[config.mk]
export PLATFORM = sky130hd
export DESIGN_NAME = sedge_ram
export DESIGN_NICKNAME = d
export VERILOG_FILES = /design/src/rtl/sobel_edge_from_rgb_macros.svh /design/src/rtl/sedge_ram.sv
export SDC_FILE = /design/constraint.sdc
export NUM_CORES = 1
export LEC_CHECK = 0
export BUFFER_PORTS_ARGS = -buffer_cell sky130_fd_sc_hd__buf_4
export CAP_MARGIN = 20
export CORE_MARGIN = 2
export CORE_UTILIZATION = 35
export DETAILED_ROUTE_END_ITERATION = 8
export GPL_TIMING_DRIVEN = 0
export PLACE_DENSITY = 0.62
export SYNTH_ARGS = -nofsm -noshare
export SYNTH_HDL_FRONTEND = slang
export SYNTH_SLANG_ARGS = --single-unit
[constraint.sdc]
create_clock -name clk -period 4.55 [get_ports clk]
set_input_delay 0.2275 -clock clk [delete_from_list [all_inputs] [get_ports clk]]
set_output_delay 0.2275 -clock clk [all_outputs]
set_load 0.05 [all_outputs]
[src/rtl/sobel_edge_from_rgb_macros.svh]
// ----------------------------------------------------------------------------
// Sobel edge from RGB: assertion macros
// Shared concurrent assertion forms, clocked on clk and disabled in reset.
// ----------------------------------------------------------------------------
`ifndef SOBEL_EDGE_FROM_RGB_MACROS_SVH
`define SOBEL_EDGE_FROM_RGB_MACROS_SVH

// same-cycle implication
`define SEDGE_ASSERT_IMP(label, ante, cons, msg) \
    label: assert property (@(posedge clk) disable iff (!rst_n) (ante) |-> (cons)) \
        else $error(msg);

// next-cycle implication
`define SEDGE_ASSERT_NXT(label, ante, cons, msg) \
    label: assert property (@(posedge clk) disable iff (!rst_n) (ante) |=> (cons)) \
        else $error(msg);

`endif

[src/rtl/sedge_ram.sv]
// ----------------------------------------------------------------------------
// Sobel edge from RGB: generic RAM
// One write port, one read port, registered read data.
// ----------------------------------------------------------------------------
module sedge_ram #(
    parameter int WIDTH = 8,
    parameter int DEPTH = 16
) (
    input  logic                     clk,
    input  logic                     we,
    input  logic [$clog2(DEPTH)-1:0] waddr,
    input  logic [WIDTH-1:0]         wdata,
    input  logic                     re,
    input  logic [$clog2(DEPTH)-1:0] raddr,
    output logic [WIDTH-1:0]         rdata
);

    logic [WIDTH-1:0] mem [DEPTH];

    always_ff @(posedge clk)
    begin
        if (we)
        begin
            mem[waddr] <= wdata;
        end
        if (re)
        begin
            rdata <= mem[raddr];
        end
    end

endmodule

# == Word level (Yosys, flattened, before mapping) ==
# Memories as Yosys holds them, arrays and structs flattened. A register that Yosys moved wholly into a read port is not among the register bits.
# Cells that the tools add are included.
# W data, S select, Z words.
# classes
mux,2
# ops
op,n
$mux W1,2
# word_totals
register_bits,0
ram_bits,128
out_inout_bits,8
word_cells,3
memories,1
# memory_table
name,words,width,rd,rd_clocked_by_memory_dff,write_ports,line_no,source
mem,16,8,1,1,1,sedge_ram.sv:18,logic [WIDTH-1:0] mem [DEPTH];

# == Logic depth before layout (Yosys ltp) ==
# Gate-level depths: netlist of the first run.
# logic_depth
word_depth,2
depth_mapped,5

# == Least setup slack after synthesis of the first run ==
# OpenSTA, ideal clock, no wires.
# synth_path
kind,input port to flip-flop
startpoint,input waddr[2]
endpoint,memory mem[0][0] (enable)
setup_time_ps,383
arrival_time_ps,1337
t_required_ps,4167
path_slack_ps,2830
stages,2
path_buffers,0
path_cell_list,or3b_2 > nor3_1
# synth_rtl
element,line_no,source
start: declaration,sedge_ram.sv:11,"input logic [$clog2(DEPTH)-1:0] waddr,"
end: declaration,sedge_ram.sv:18,
# Straight into the memory's write port.

==> summary.txt, run 1 <==
Yosys
  • Synth Instances: about 230
  • Mean area per synthesized cell: 22.8 um2
  • YS warnings: 0
  • Syn Nets: 248
  • Cell variety after synth: 18
  • Yosys reg bits: 136
  • Register area share after synthesis: between 70 and 80%
  • Mapped cell area: between 5000 and 6000 um2

Global routing
  • First-pass GRT wire length: between 15 and 20 mm
  • Busiest layer in global routing: met2
  • Total track usage: 13.6%
  • Largest net degree at the start of global routing: 17
  • Met2 GRT Util: 20.5%
  • Met3 Resource Use GR: just over 5%
  • Vias in the first global route: 2515
  • Met1 global-route usage: 18.4%
  • Total congestion overflow: 0
  • Initial antenna violation count: 0

Route
  • Antenna Nets Post-Route: 0
  • Detailed Route WL: 10.2 mm
  • Routed len/inst: approximately 21 um
  • DRT Pass-1 Iters: 5
  • DRC viols: 0
  • DR iter-0 viols: 215
  • Vias: around 2400
  • Vias per cell: a little over 5

Min path
  • Hold endpoint: rdata[6]
  • Worst hold path depth: 1
  • Hold crit path type: input port to flip-flop
  • Hold path startpoint: re

Placed design
  • Placement Cell Area: 5670 um2
  • Post-Place Cells: 442
  • Placer congestion estimate: 0.785
  • Hpwl dp: around 6.6 mm
  • Dpl ws: 2640 ps
  • Port buffer count: 25

STA
  • Worst-case clock skew: 4.48 ps
  • RSZ-0062 raised after global routing: false
  • Final Cycle Share: 36.9%
  • Fmax: 0.595 GHz
  • Hold WS: 93.0 ps
  • Pins over their slew limit: 0
  • Max-slew headroom: 42.7%
  • Minimum clock period: 1680 ps
  • Worst slew pin tran: 856 ps
  • Setup ws final: 2870 ps
  • Final setup viols: 0
  • Fin. Hold Viols: 0
  • TNS Setup: 0 ps

Floorplan
  • Core footprint: roughly 15000 um2
  • Chip Width: approximately 130 um
  • Die area: 15900 um2
  • Std cell rows: 44
  • IO Pins: 27
  • Die Height: 126 um
  • Starting Density: 35.8%

Critical path
  • R2R Path Start: mem[2][2]
  • WP data required: 4700 ps
  • R2R cell count: 3
  • Endpoint type of the worst setup path: flip-flop
  • R2R Setup Slk: 2870 ps
  • Crit Reg-Reg Endpoint: rdata[2]
  • Crit. Startpoint: mem[2][2]
  • WS Path Type: flip-flop to flip-flop
  • Data arrival time of the critical path: 1830 ps
  • Startpoint Class: flip-flop
  • CP max FO: 1

Power and ir drop
  • P_int: 2.38 mW
  • Final Power: about 3.0 mW
  • Power share of the combinational group: ~5.5%
  • Peak VDD IR: roughly 300 uV
  • P_sw: 0.577 mW
  • Power density cells: 472 nW/um2
  • Sw Share: 19.5%
  • Reg power frac: 47.9%
  • Static leakage: 2.08 nW
  • Clock power frac: 46.6%

Clock network
  • H-tree depth: 4
  • CTS buffer count: 17
  • Clock slew seen by the registers of the worst setup and hold paths: 50 ps
  • Hold_buf cts: 0
  • CTS Root Cell: clkbuf_16
  • Clock sink total: between 100 and 150
  • Post CTS Setup Buffer Count: 0
  • Max Root-Sink Buffers: 2
  • Count of cells resized by post-cts repair: 0
  • CTS tree: yes
  • Clock latency at the later pin of the worst-skew pair: 410 ps

Final layout
  • Ant. Diodes: 0
  • Share of layout cells above drive strength 1: 28.6%
  • Design area: 6260 um2
  • Non-Filler Instances: 474
  • Final core occ: 42.9%
  • Syn-to-layout area delta: 19.8%
  • Most frequent cells in the layout: 136 x edfxtp_1, 28 x buf_4, 18 x mux4_2
  • Final nets: between 200 and 300
  • Leading cell type in the layout, fill and taps excluded: edfxtp_1

Flow run
  • Max Cap Viol: 0

Run status
  • Status: finished, final reports clean
[cells by family (layout without fill, tap and decap cells)]
kind of cell	Yosys count	count (layout)	synth area share (%)
DFF	136	136	78.1
and+or+nand+nor	35	35	3.14
muxes	32	32	14.8
AOI/OAI and AO/OA	16	16	2.30
buffers and inverters	10	71	1.65
[synthesized netlist by cell type]
| cell | number | area (um2) |
|---|---|---|
| mux4_2 | 18 | 405 |
| a22oi_1 | 16 | 120 |
| buf_4 | 1 | 7.51 |
| nand2b_1 | 2 | 12.5 |
| nor3_1 | 4 | 20.0 |
| edfxtp_1 | 136 | 4080 |
| nand3b_1 | 2 | 15.0 |
| and2_1 | 1 | 6.26 |
| buf_6 | 3 | 33.8 |
| nand2_1 | 9 | 33.8 |
| or3b_2 | 1 | 8.76 |
| nor2b_1 | 1 | 6.26 |
| nor2_1 | 13 | 48.8 |
| buf_2 | 3 | 15.0 |
| clkdlybuf4s25_2 | 3 | 30.0 |
| mux4_1 | 14 | 368 |
| nand3_1 | 1 | 5.00 |
| and2b_1 | 1 | 7.51 |
[layer usage]
layer	vias up	share of wire, %	routed length [um]
met5	-	0	0
met4	0	0.75	76
met3	9	8.8	899
met2	83	48	4890
met1	1241	42	4300
li1	1078	-	-
[flip-flops by register name, summed over array words and instances, names as in the netlist]
name,count
rdata,8
mem,128
[critical path, cell delays in order, from the launching register on]
cell,delay [ps]
edfxtp_1,370
mux4_1,540
a22oi_1,410
nand2_1,110
[power by group through the flow]
stage / sequential, mW / clock (mW) / combinational (mW)
after detailed placement: 1.44 / 0 / 0.164
final: 1.42 / 1.38 / 0.163
after floorplan: 1.46 / 0 / 0.0712
after CTS: 1.42 / 1.41 / 0.165
after global routing: 1.42 / 1.46 / 0.174
after global placement: 1.44 / 0 / 0.161
[area by class of cell]
| type | count | area [um2] |
|---|---|---|
| Fill cell | 1230 | 8320 |
| Sequential cell | 136 | 4080 |
| Multi-Input combinational cell | 83 | 1060 |
| Clock buffer | 21 | 440 |
| Tap cell | 184 | 230 |
| Timing Repair Buffer | 29 | 213 |
| Clock inverter | 11 | 154 |
| Buffer | 10 | 86.3 |
[worst max path at each step]
stage	cells past startpoint	end	slack [ps]
6_report	3	rdata[2]	2870
2_1_floorplan	2	mem[0][0]	2830
3_3_place_gp	3	mem[0][2]	2230
5_1_grt	3	rdata[2]	2840
3_5_place_dp	3	mem[2][2]	2640
4_1_cts	3	rdata[2]	2880
No activity file was read; power rests on OpenSTA's default activity.
==> run 2: changes to the inputs <==
--- a/config.mk
+++ b/config.mk
@@ -5,13 +5,14 @@
 export SDC_FILE = /design/constraint.sdc
 export NUM_CORES = 1
 export LEC_CHECK = 0
+export ABC_AREA = 1
 export BUFFER_PORTS_ARGS = -buffer_cell sky130_fd_sc_hd__buf_4
 export CAP_MARGIN = 20
 export CORE_MARGIN = 2
 export CORE_UTILIZATION = 35
 export DETAILED_ROUTE_END_ITERATION = 8
 export GPL_TIMING_DRIVEN = 0
-export PLACE_DENSITY = 0.62
+export PLACE_DENSITY = 0.64
 export SYNTH_ARGS = -nofsm -noshare
 export SYNTH_HDL_FRONTEND = slang
 export SYNTH_SLANG_ARGS = --single-unit
==> constraint.sdc (replaced) <==
create_clock -name clk -period 1.5 [get_ports clk]
set_input_delay 0.075 -clock clk [delete_from_list [all_inputs] [get_ports clk]]
set_output_delay 0.075 -clock clk [all_outputs]
set_load 0.05 [all_outputs]
==> summary.txt, run 2 <==
Critical path
  • WS Path Type: flip-flop to flip-flop
  • Worst path cell trace: inv_1, nand2_1, nand3_1, nand3_1, nand3_1, nand2_1
  • CP max FO: 1 (unchanged)
  • R2R cell count: 6 (+3)
  • Slowest-stage cell, CP: edfxtp_1
  • Endpoint type of the worst setup path: flip-flop
  • WP data required: 1650 ps (-3050 ps)
  • Crit Reg-Reg Endpoint: rdata[2]
  • CP peak stage delay: 360 ps (-180 ps)
  • Startpoint Class: flip-flop
  • R2R Path Start: mem[11][2]
  • Data arrival time of the critical path: 1330 ps (-500 ps)
  • R2R Setup Slk: 330 ps (-2540 ps)
  • Most frequent CP cell: nand3_1

Global routing
  • Total track usage: 16.3% (+2.7 points)
  • Total congestion overflow: 0 (unchanged)
  • Initial antenna violation count: 0 (unchanged)
  • First-pass GRT wire length: 21.0 mm (+38%)
  • Largest net degree at the start of global routing: 17 (unchanged)
  • Vias in the first global route: 3643 (+45%)

Route
  • Routed len/inst: 16.7 um (-22%)
  • Vias: 3879 (+61%)
  • Antenna Nets Post-Route: 0 (unchanged)
  • Routed length on met2: 6.33 mm (+29%)
  • DR iter-0 viols: 399 (+86%)
  • Vias per cell: 4.68 (-7.9%)
  • Top layer in use: met4
  • DRC viols: 0 (unchanged)
  • DRT Pass-1 Iters: 5 (unchanged)
  • Met3 Wirelength: 724 um (-19%)
  • Detailed Route WL: 13.8 mm (+36%)
  • DRT met1 WL: 6.40 mm (+49%)

Yosys
  • Post-synth top cells: 173 x nand2_1, 136 x edfxtp_1, 100 x inv_1, 97 x nand3_1, 17 x nor2_1
  • Top-count cell post-synth: nand2_1
  • Cell variety after synth: 11 (-7)
  • Synth Instances: 551 (+140%)
  • Syn Nets: 570 (+130%)
  • Top-area cell type share of the netlist area: 69.8% (-8.3 points)
  • Number of synthesized flops with an enable pin: 136 (unchanged)
  • Post-synth ARST share: 0% (unchanged)
  • YS warnings: 0 (unchanged)
  • Synth area leader: edfxtp_1
  • Mapped cell area: 5850 um2 (+12%)
  • Mean area per synthesized cell: 10.6 um2 (-54%)
  • Register area share after synthesis: 69.8% (-8.3 points)
  • Yosys reg bits: 136 (unchanged)
  • Ranking of synthesized cells by area: edfxtp_1 70%, nand2_1 11%, nand3_1 8.3%
  • Synth Flop Type: edfxtp_1

Run status
  • Status: finished, final reports clean

Clock network
  • Clock slew seen by the registers of the worst setup and hold paths: 60 ps (about the same)
  • Count of cells resized by post-cts repair: 0 (unchanged)
  • Clock latency at the later pin of the worst-skew pair: 420 ps (about the same)
  • CTS tree: yes
  • Hold_buf cts: 1 (+1)
  • CTS buffer count: 17 (unchanged)
  • Max Root-Sink Buffers: 2 (unchanged)
  • H-tree depth: 4 (unchanged)
  • Post CTS Setup Buffer Count: 0 (unchanged)
  • CTS Root Cell: clkbuf_16
  • Clock sink total: 136 (unchanged)

Final layout
  • Leading cell type in the layout, fill and taps excluded: nand2_1
  • Syn-to-layout area delta: 17.9%
  • Max reg flops: 128 (unchanged)
  • Design area: 6890 um2 (+10%)
  • Top reg by flops: mem
  • Final core occ: 41.9% (-1.1 points)
  • Final nets: 614 (+110%)
  • Biggest regs: mem (128), rdata (8)
  • Most frequent cells in the layout: 173 x nand2_1, 136 x edfxtp_1, 100 x inv_1
  • Fill cells: 1598 (+30%)
  • Ant. Diodes: 0 (unchanged)
  • Non-Filler Instances: 828 (+75%)
  • Share of layout cells above drive strength 1: 12.8% (-16 points)

Flow run
  • Max Cap Viol: 0 (unchanged)

Placed design
  • Placer congestion estimate: 0.856 (+9.1%)
  • Placement Cell Area: 6290 um2 (+11%)
  • Post-Place Cells: 794 (+80%)
  • Dpl ws: -99.4 ps (-2740 ps)
  • Hpwl dp: 9.27 mm (+41%)
  • Port buffer count: 23 (-8.0%)

Min path
  • Hold endpoint: mem[14][4]
  • Worst hold path depth: 1 (unchanged)
  • Hold crit path type: input port to flip-flop
  • Hold path startpoint: wdata[4]

STA
  • Final setup viols: 0 (unchanged)
  • Worst-case clock skew: 7.57 ps (+3.09 ps)
  • Setup ws final: 325 ps (-2540 ps)
  • Hold WS: 11.2 ps (-81.8 ps)
  • Minimum clock period: 1170 ps (-506 ps)
  • Fmax: 0.851 GHz (+43%)
  • Pins over their slew limit: 0 (unchanged)
  • Max-slew headroom: 38.3% (-4.4 points)
  • RSZ-0062 raised after global routing: false
  • Fin. Hold Viols: 0 (unchanged)
  • Worst slew pin tran: 922 ps (+66.3 ps)
  • Final Cycle Share: 78.3% (+41 points)

Floorplan
  • Starting Density: 35.5% (-0.32 points)
  • IO Pins: 27 (unchanged)
  • Std cell rows: 47 (+6.8%)
  • Chip Width: 133 um (+5.6%)
  • Die area: 17800 um2 (+11%)
  • Core footprint: 16500 um2 (+13%)
  • Die Height: 133 um (+5.6%)

Power and ir drop
  • Static leakage: 2.92 nW (+40%)
  • Peak VDD IR: 775 uV (+160%)
  • Power density cells: 1310 nW/um2 (+180%)
-- run 2: area by class of cell --
class                           count  area, um2  share of cell area [%]
Multi-Input combinational cell    289       1210                    17.6
Clock inverter                     13        146                    2.12
Clock buffer                       19        433                    6.28
Tap cell                          220        275                    3.99
Inverter                          102        383                    5.55
Buffer                             24        166                    2.41
Timing Repair Buffer               25        193                    2.79
Sequential cell                   136       4080                    59.2
-- run 2: worst max-delay path, delay by kind of cell, from the launching register on --
kind          cells  cell delay, ps
buf+inv           1              60
flops             1             360
simple gates      5             480
-- run 2: routing by layer --
layer / global-route usage, % / up-vias
li1: - / 1868
met1: 22.7 / 1838
met2: 24.7 / 144
met3: 3.23 / 29
met4: 7.68 / 0
met5: 0 / -
-- run 2: how the worst max path moves through the flow --
stage,from,endpoint,slack [ps]
final,mem[11][2],rdata[2],330
after global routing,mem[10][2],rdata[2],250
after CTS,mem[11][1],rdata[1],340
after detailed placement,waddr[3],mem[5][1],-100
after global placement,waddr[2],mem[8][0],-30
after floorplan,waddr[2],mem[10][0],470
-- run 2: per-stage QoR --
step / TNS [ps] / total power [mW]
2_1_floorplan: 0 / 4.74
3_3_place_gp: -580 / 5.00
3_5_place_dp: -2150 / 5.01
4_1_cts: 0 / 9.04
5_1_grt: 0 / 9.27
6_report: 0 / 9.01
-- run 2: cell families after synthesis --
logic type	after synthesis	share of synthesized area [%]
AND/OR/NAND/NOR	289	20.8
buffers and inverters	126	9.39
flip-flops	136	69.8
-- run 2: where the power goes --
group / leakage (nW) / internal (mW) / switching, mW
logic: 1.42 / 0.186 / 0.447
registers: 1.24 / 4.28 / 0.0202
clock network: 0.267 / 2.46 / 1.62
total: 2.92 / 6.93 / 2.08
